$ cat src/sv/irrd_pkg.sv
// shared types, constants and reset values for the id range ring dispenser
package irrd_pkg;

	localparam int RING_DEPTH = 16;
	localparam int PTR_W      = $clog2(RING_DEPTH);
	localparam int ID_W       = 63;
	localparam int SLOT_W     = 2 * ID_W;
	localparam int BATCH_W    = 31;
	localparam int MINB_W     = 21;
	localparam int FACT_W     = 5;
	localparam int WORD_W     = 32;
	localparam int LW_W       = 8;
	localparam int GPROD_W    = BATCH_W + FACT_W;
	localparam int TPROD_W    = 2 * WORD_W;
	localparam int CFG_IDX_W  = 3;

	localparam logic [MINB_W-1:0]  MIN_BATCH_RST   = 21'd100;
	localparam logic [BATCH_W-1:0] MAX_BATCH_RST   = 31'd1000000;
	localparam logic [FACT_W-1:0]  GROWTH_FACT_RST = 5'd2;
	localparam logic [WORD_W-1:0]  GROWTH_INTV_RST = 32'd1000000;
	localparam logic [WORD_W-1:0]  TIMEOUT_BASE_RST = 32'd100000;
	localparam logic [WORD_W-1:0]  TIMEOUT_CAP_RST = 32'd3000000;
	localparam logic [LW_W-1:0]    LOW_WATER_RST   = 8'd2;

	typedef enum logic [1:0] {
		FN_GET  = 2'd0,
		FN_FILL = 2'd1,
		FN_FAIL = 2'd2
	} func_t;

	typedef enum logic [CFG_IDX_W-1:0] {
		REG_MIN_BATCH    = 3'd0,
		REG_MAX_BATCH    = 3'd1,
		REG_GROWTH_FACT  = 3'd2,
		REG_GROWTH_INTV  = 3'd3,
		REG_TIMEOUT_BASE = 3'd4,
		REG_TIMEOUT_CAP  = 3'd5,
		REG_LOW_WATER    = 3'd6
	} cfg_reg_t;

	typedef struct packed {
		logic cap;
		logic rd;
		logic take;
		logic none;
		logic adv;
		logic fill;
		logic req;
		logic grow;
		logic fin;
	} dp_cmd_t;

	typedef struct packed {
		logic [1:0] func;
		logic       hit;
		logic       empty;
	} dp_stat_t;

endpackage

$ cat src/sv/irrd_ctrl.sv
// controller state machine sequencing read, check, request, grow and finish steps
module irrd_ctrl (
	input  logic               clk,
	input  logic               arst_n,
	input  logic               start,
	input  irrd_pkg::dp_stat_t st,
	output irrd_pkg::dp_cmd_t  cmd,
	output logic               busy,
	output logic               done
);

	typedef enum logic [5:0] {
		S_IDLE = 6'b000001,
		S_RD   = 6'b000010,
		S_CHK  = 6'b000100,
		S_REQ  = 6'b001000,
		S_GROW = 6'b010000,
		S_FIN  = 6'b100000
	} state_t;

	state_t state_q, state_nx;
	logic   done_q;

	always_comb begin
		state_nx = state_q;
		cmd      = '0;
		unique case (state_q)
			S_IDLE: begin
				cmd.cap = start;
				if (start) begin
					state_nx = S_RD;
				end
			end
			S_RD: begin
				cmd.rd   = 1'b1;
				state_nx = S_CHK;
			end
			S_CHK: begin
				case (st.func)
					irrd_pkg::FN_GET: begin
						if (st.hit) begin
							cmd.take = 1'b1;
							state_nx = S_REQ;
						end else if (st.empty) begin
							cmd.none = 1'b1;
							state_nx = S_REQ;
						end else begin
							cmd.adv  = 1'b1;
							state_nx = S_RD;
						end
					end
					irrd_pkg::FN_FILL: begin
						cmd.fill = 1'b1;
						state_nx = S_FIN;
					end
					default: begin
						state_nx = S_FIN;
					end
				endcase
			end
			S_REQ: begin
				cmd.req  = 1'b1;
				state_nx = S_GROW;
			end
			S_GROW: begin
				cmd.grow = 1'b1;
				state_nx = S_FIN;
			end
			S_FIN: begin
				cmd.fin  = 1'b1;
				state_nx = S_IDLE;
			end
			default: begin
				state_nx = S_IDLE;
			end
		endcase
	end

	always_ff @(posedge clk or negedge arst_n) begin
		if (!arst_n) begin
			state_q <= S_IDLE;
			done_q  <= 1'b0;
		end else begin
			state_q <= state_nx;
			done_q  <= (state_q == S_FIN);
		end
	end

	assign busy = (state_q != S_IDLE);
	assign done = done_q;

endmodule

$ cat config.mk
export PLATFORM = sky130hd
export DESIGN_NAME = irrd_ctrl
export DESIGN_NICKNAME = d
export VERILOG_FILES = /design/src/sv/irrd_pkg.sv /design/src/sv/irrd_ctrl.sv
export SDC_FILE = /design/constraint.sdc
export NUM_CORES = 1
export LEC_CHECK = 0
export ABC_AREA = 1
export ABC_CLOCK_PERIOD_IN_PS = 1150
export BUFFER_PORTS_ARGS = -buffer_cell sky130_fd_sc_hd__buf_2
export CAP_MARGIN = 20
export CORE_AREA = 2 2 39 41
export CTS_BUF_LIST = sky130_fd_sc_hd__clkbuf_4
export DETAILED_ROUTE_END_ITERATION = 6
export DIE_AREA = 0 0 41 43
export PLACE_DENSITY = 0.62
export SLEW_MARGIN = 10
export SYNTH_ARGS = -nofsm -noshare
export SYNTH_HDL_FRONTEND = slang
export SYNTH_SLANG_ARGS = --single-unit
$ cat constraint.sdc
create_clock -name clk -period 1.15 [get_ports clk]
set_input_delay 0.23 -clock clk [delete_from_list [all_inputs] [get_ports clk]]
set_output_delay 0.23 -clock clk [all_outputs]
set_load 0.05 [all_outputs]
==> impl_metrics.toml, run 1 <==
[run_status]
status = "finished, violations left"
violations = "setup timing"

[synth]
ys_seq_area_share_pct = 42.5
yosys.area.top_type = "dfrtp_1"
yosys-top-cells-area = "dfrtp_1 (36%), inv_1 (14%), nor2_1 (9.0%), dfstp_2 (6.3%), nand3_1 (6.0%)"
synth.avg_cell_area_um2 = 7.42
synth_warnings = 0
syn_nets = 63
syn_area_um2 = 415
synth_top_cell_area_share_pct = 36.1
synth.distinct_cells = 17
yosys_register_bits = 7
synthCells = 56

[drt]
first_pass_iters = 3
drtIter0Drc = 1
via_count = 505
drt.antenna.violating_nets = 0
wl_um = 1170
drcViolationCount = 0
vias_per_cell = 4.32
wl_per_cell_um = 10.0

[final_layout]
syn2layout_area_growth_pct = 132
diodes = 0
drive_gt1_share_pct = 70.3
nNetsFinal = 109
fillers = 111

[sta]
tightest_slew_ps = 248
maxSlewHeadroom_pct = 83.6
finClkSkew_ps = 5.67
hold_violations = 0
whs_ps = 261
rsz0062_at_grt = "yes"
min_period_over_period_pct = 143
setup_viol = 12
slew_violations = 0
layout_setup_ws_ps = -492
post-route-min-period_ps = 1640
setup_tns_ps = -4980
fmax_mhz = 609

[cts]
cts_sinks = 7
cts_root_buf = "clkbuf_4"
cts_tree = "done"
clk_latency_ps = 250
cts_buffers = 3
path_clk_slew_ps = 50
cts_buffer_depth = 2
htree_levels = 1

[floorplan]
die_w_um = 41
pin_count = 18
die-area_um2 = 1760
num_rows = 14
die_h_um = 43
coreArea_um2 = 1380
start_util_pct = 30.0

[setup_path]
start_kind = "flop"
end_kind = "output pin"
reg2reg_depth = 8
path_max_fanout = 4
crit_required_ps = 920
crit_arrival_ps = 1410
path_class = "reg -> out"
regToRegSetupSlack_ps = -380
r2r-end = "state_q[0]$_DFFE_PN1P_"
reg2reg_from = "state_q[3]$_DFFE_PN0P_"

[pwr]
internal_power_mw = 0.978
powerDensity_nw_per_um2 = 1800
ir_worst_vdd_uv = 885
pwr-share-seq_pct = 21.3
p_leak_nw = 0.496
pwr-share-comb_pct = 64.6
switching_share_pct = 43.5
power_switching_mw = 0.754
clkPwrFrac_pct = 14.2

[hold_path]
hold_start = "start"
hold_depth = 3
hold_class = "in -> reg"
min_to = "state_q[0]$_DFFE_PN1P_"

[grt]
overflow = 0
grt_start_max_net_pins = 8
track_usage_pct = 15.9
antenna_found_initial = 0
grt_pass1_vias = 464
grt_first_pass_wirelength_um = 1730

[flow_run]
drv_cap = 0

[placement]
hpwl_um = 887
globalplace.congestion = 0.700
io_buffers = 17
-- placed cells by master, fill, tap and decap left out, drive strengths merged --
cell and count:
dfrtp 6, nand2 5, a21oi 2, clkbuf 4
dfstp 1, buf 40, clkinvlp 3, dlygate4sd3 1
o21bai 1, nor3 2, inv 14, nand3 7
o21ai 1, nor2 14
-- routing by layer --
layer | GRT usage (%) | vias to the layer above | part of all wire (%)
met5 | 0 | - | 0
met4 | 14.0 | 0 | 3.1
met3 | 6.81 | 4 | 4.3
met2 | 24.4 | 15 | 59
met1 | 14.9 | 232 | 33
li1 | - | 254 | -
-- worst max-delay path by stage --
| stage | from | to |
|---|---|---|
| 2_1_floorplan | state_q[4]$_DFFE_PN0P_ | cmd[5] |
| 3_3_place_gp | state_q[3]$_DFFE_PN0P_ | cmd[5] |
| 3_5_place_dp | state_q[1]$_DFFE_PN0P_ | cmd[5] |
| 4_1_cts | state_q[0]$_DFFE_PN1P_ | cmd[8] |
| 5_1_grt | state_q[2]$_DFFE_PN0P_ | cmd[5] |
| 6_report | state_q[3]$_DFFE_PN0P_ | cmd[8] |
-- synthesized netlist by cell type --
library cell / count
nand3_2: 2
nand3_1: 5
nor3_2: 1
dfstp_2: 1
nor3_1: 1
nor2_2: 3
o21ai_0: 1
o21bai_1: 1
nor2_1: 10
nand2_2: 1
nand2_1: 4
inv_1: 16
dfrtp_1: 6
a21oi_1: 1
inv_2: 1
a21oi_2: 1
nor2_4: 1
-- timing repair --
action | in CTS | in global routing
setup endpoints to repair | 14 | 15
resized for setup | 26 | 13
hold buffers | 1 | 0
pin swaps | 4 | 3
endpoints found under the hold margin | 6 | 0
buffers inserted | 3 | 2
-- worst max-delay path: stages (launching register included) --
cell and delay (ps):
dfrtp_1 390, buf_4 150, nor2_4 200, nand3_4 140
nor2_4 120, buf_8 150
-- cell type report --
type / count / area, um^2 / share of cell area, %
clock buffers: 4 / 30.0 / 3.12
repair buffers: 41 / 368 / 38.2
well taps: 16 / 20.0 / 2.08
inverters: 17 / 77.6 / 8.05
multi-input cells: 32 / 290 / 30.1
flip-flops and latches: 7 / 178 / 18.4
-- cell families after synthesis --
kind of cell	share of synthesized area [%]
and+or+nand+nor	35.8
buffers and inverters	15.4
DFF	42.5
AOI/OAI and AO/OA	6.32
-- through the flow --
step                power (mW)  utilization, %  cells  cell area, um^2  setup slack, ps
floorplan                0.932               -     56              512             -368
finish                    1.73            69.6    117              963             -492
CTS                       1.62            65.0    115              900             -450
global route              1.83            69.6    117              963             -569
global placement          1.20            54.3    107              752             -323
detailed placement        1.22            54.3    107              752             -312
-- state kept, by name (all words and copies together) (netlist names) --
name     flops
done         1
state_q      6
-- power by group through the flow --
stage               combinational, mW  clock, mW  sequential (mW)
global route                     1.19      0.276            0.372
floorplan                       0.552          0            0.380
global placement                0.838          0            0.366
CTS                              1.00      0.254            0.366
detailed placement              0.855          0            0.369
finish                           1.12      0.245            0.368
Note: power is estimated with default switching activity, not from simulation.
==> run 2: changes to the inputs <==
- ABC_CLOCK_PERIOD_IN_PS: 1150 -> 1900
- CTS_CLUSTER_SIZE: not set -> 28
- GPL_ROUTABILITY_DRIVEN: not set -> 0
- PLACE_DENSITY: 0.62 -> 0.59
- clock period: 1.15 -> 1.9 ns (I/O delays scaled with it)
==> run 2 against run 1 <==
Against the previous run: the flow now finishes without violations; die area did not move; worst setup slack improved by 560 ps; routed wire length is 27% lower; non-clock buffer count fell by 22; power down 59%; cell area shrank 38%; via count shrank 19%; combinational power shrank 69%; first-iteration DRC count rose to 7.0 times the previous value; flip-flop and latch count unchanged; critical path type unchanged; critical endpoint unchanged; largest power group unchanged; highest routed layer unchanged.
==> impl_metrics.toml, run 2 (same netlist as run 1, synthesis figures left out) <==
[run_status]
status = "finished, final reports clean"

[setup_path]
path_max_fanout = 5
start_kind = "flop"
cp_slowest_cell = "dfstp_2"
crit_arrival_ps = 1450
cp_top_family = "flip-flops"
path_class = "reg -> out"
cp_cell_sequence = "inv_1 -> nor2_1 -> nand3_2 -> nor2_2 -> buf_2"
end_kind = "output pin"
crit_required_ps = 1520
crit_buf_inv = 2
critPathMaxStageDelay_ps = 560

[drt]
first_pass_iters = 2
drcViolationCount = 0
drt.antenna.violating_nets = 0
wl_um = 855
vias_per_cell = 4.29
drtIter0Drc = 7
wl_per_cell_um = 9.00
via_count = 408

[floorplan]
pin_count = 18
num_rows = 14
coreArea_um2 = 1380
die_w_um = 41
die_h_um = 43
start_util_pct = 30.0
die-area_um2 = 1760

[cts]
cts_tree = "done"
path_clk_slew_ps = 50
cts_root_buf = "clkbuf_4"
cts_sinks = 7
clk_latency_ps = 250
cts_buffers = 3
cts_buffer_depth = 2
htree_levels = 1

[flow_run]
drv_cap = 0

[final_layout]
multi_input_area_um2 = 188
diodes = 0
seq_area_um2 = 176
nNetsFinal = 87
mostFrequentLayoutCell = "inv_1"
layout_common_cells = "inv_1 (16), buf_2 (14), nor2_1 (9)"
largest-register = "state_q"
drive_gt1_share_pct = 44.3
stdcell_count = 95
largest_reg_flops = 6
fillers = 148
syn2layout_area_growth_pct = 44.3

[hold_path]
hold_class = "in -> reg"

[sta]
finClkSkew_ps = 2.86
min_period_over_period_pct = 96.4
fmax_mhz = 546
maxSlewHeadroom_pct = 83.3
post-route-min-period_ps = 1830
slew_violations = 0
tightest_slew_ps = 252
hold_violations = 0
setup_viol = 0

[placement]
hpwl_um = 656
io_buffers = 17
dp.cells = 89

[pwr]
clkPwrFrac_pct = 21.1
p_total_mw = 0.718
pwr-share-comb_pct = 47.6
ir_worst_vdd_uv = 466
pwr-share-seq_pct = 31.3
p_leak_nw = 0.381
power_switching_mw = 0.339
powerDensity_nw_per_um2 = 1200
switching_share_pct = 47.2
internal_power_mw = 0.379

[grt]
grt-busiest-layer = "met2"
track_usage_pct = 10.9
overflow = 0
grt_pass1_vias = 363
antenna_found_initial = 0
grt_start_max_net_pins = 8
grtUsageMet2_pct = 15.9
use_met1_pct = 12.8
grt_first_pass_wirelength_um = 1290
use_met3_pct = 3.14
## run 2: cell types whose count changed in the layout (fill, tap and decap cells not counted), moves of 5 or more
cell,before,now
buf_4,19,1
nor2_4,8,2
buf_6,8,3
buf_2,7,14
buf_8,6,0
nor2_1,4,9
## run 2: tightest hold or removal path, stage by stage
cell	delay (ps)
buf_2	90
nor2_2	40
a21oi_1	100
## run 2: path summary, 6_finish.rpt
kind | depth (start not counted) | startpoint | end | slack, ps
setup / recovery | 5 | state_q[0]$_DFFE_PN1P_ | cmd[8] | 70
hold reg to reg | 1 | state_q[4]$_DFFE_PN0P_ | done$_DFF_PN0_ | 520
max in group asynchronous | 2 | arst_n | state_q[0]$_DFFE_PN1P_ | 1180
setup reg to reg | 5 | state_q[0]$_DFFE_PN1P_ | state_q[0]$_DFFE_PN1P_ | 750
min in group asynchronous | 2 | arst_n | state_q[4]$_DFFE_PN0P_ | 490
hold / removal | 3 | start | state_q[1]$_DFFE_PN0P_ | 400
## run 2: metrics by stage
step / hold WS (ps) / setup slack, ps / cell area (um^2) / setup TNS (ps) / util [%]
after floorplan: 84.4 / 11.4 / 423 / 0 / -
after global placement: 221 / 291 / 528 / 0 / 38.2
after detailed placement: 223 / 277 / 528 / 0 / 38.2
after CTS: 401 / 2.39 / 568 / 0 / 41.0
after global routing: 406 / -2.30 / 599 / -2.30 / 43.3
final: 397 / 68.3 / 599 / 0 / 43.3
## run 2: final cells by class
cell class	instances	share of cell area, %
inverters	17	10.6
flip-flops and latches	7	29.4
clock buffers	4	5.01
repair buffers	19	20.3
well taps	16	3.34
multi-input cells	32	31.3
## run 2: timing repair
item | in CTS | in global routing
endpoints found under the hold margin | 6 | 0
hold buffers | 1 | 0
gates resized for setup | 0 | 10
endpoints found under the setup margin | 0 | 3
buffers inserted | 0 | 1
## run 2: routing by layer
layer,vias up,wire length [um],part of all wire [%]
met5,-,0,0
met2,17,414,48
met4,0,25,2.9
li1,210,-,-
met3,4,61,7.1
met1,177,354,41
## run 2: power groups by stage
stage               sequential [mW]  combinational [mW]  clock (mW)
finish                        0.225               0.342       0.152
global route                  0.227               0.372       0.169
CTS                           0.216               0.336       0.154
detailed placement            0.219               0.333           0
global placement              0.218               0.330           0
floorplan                     0.217               0.267           0
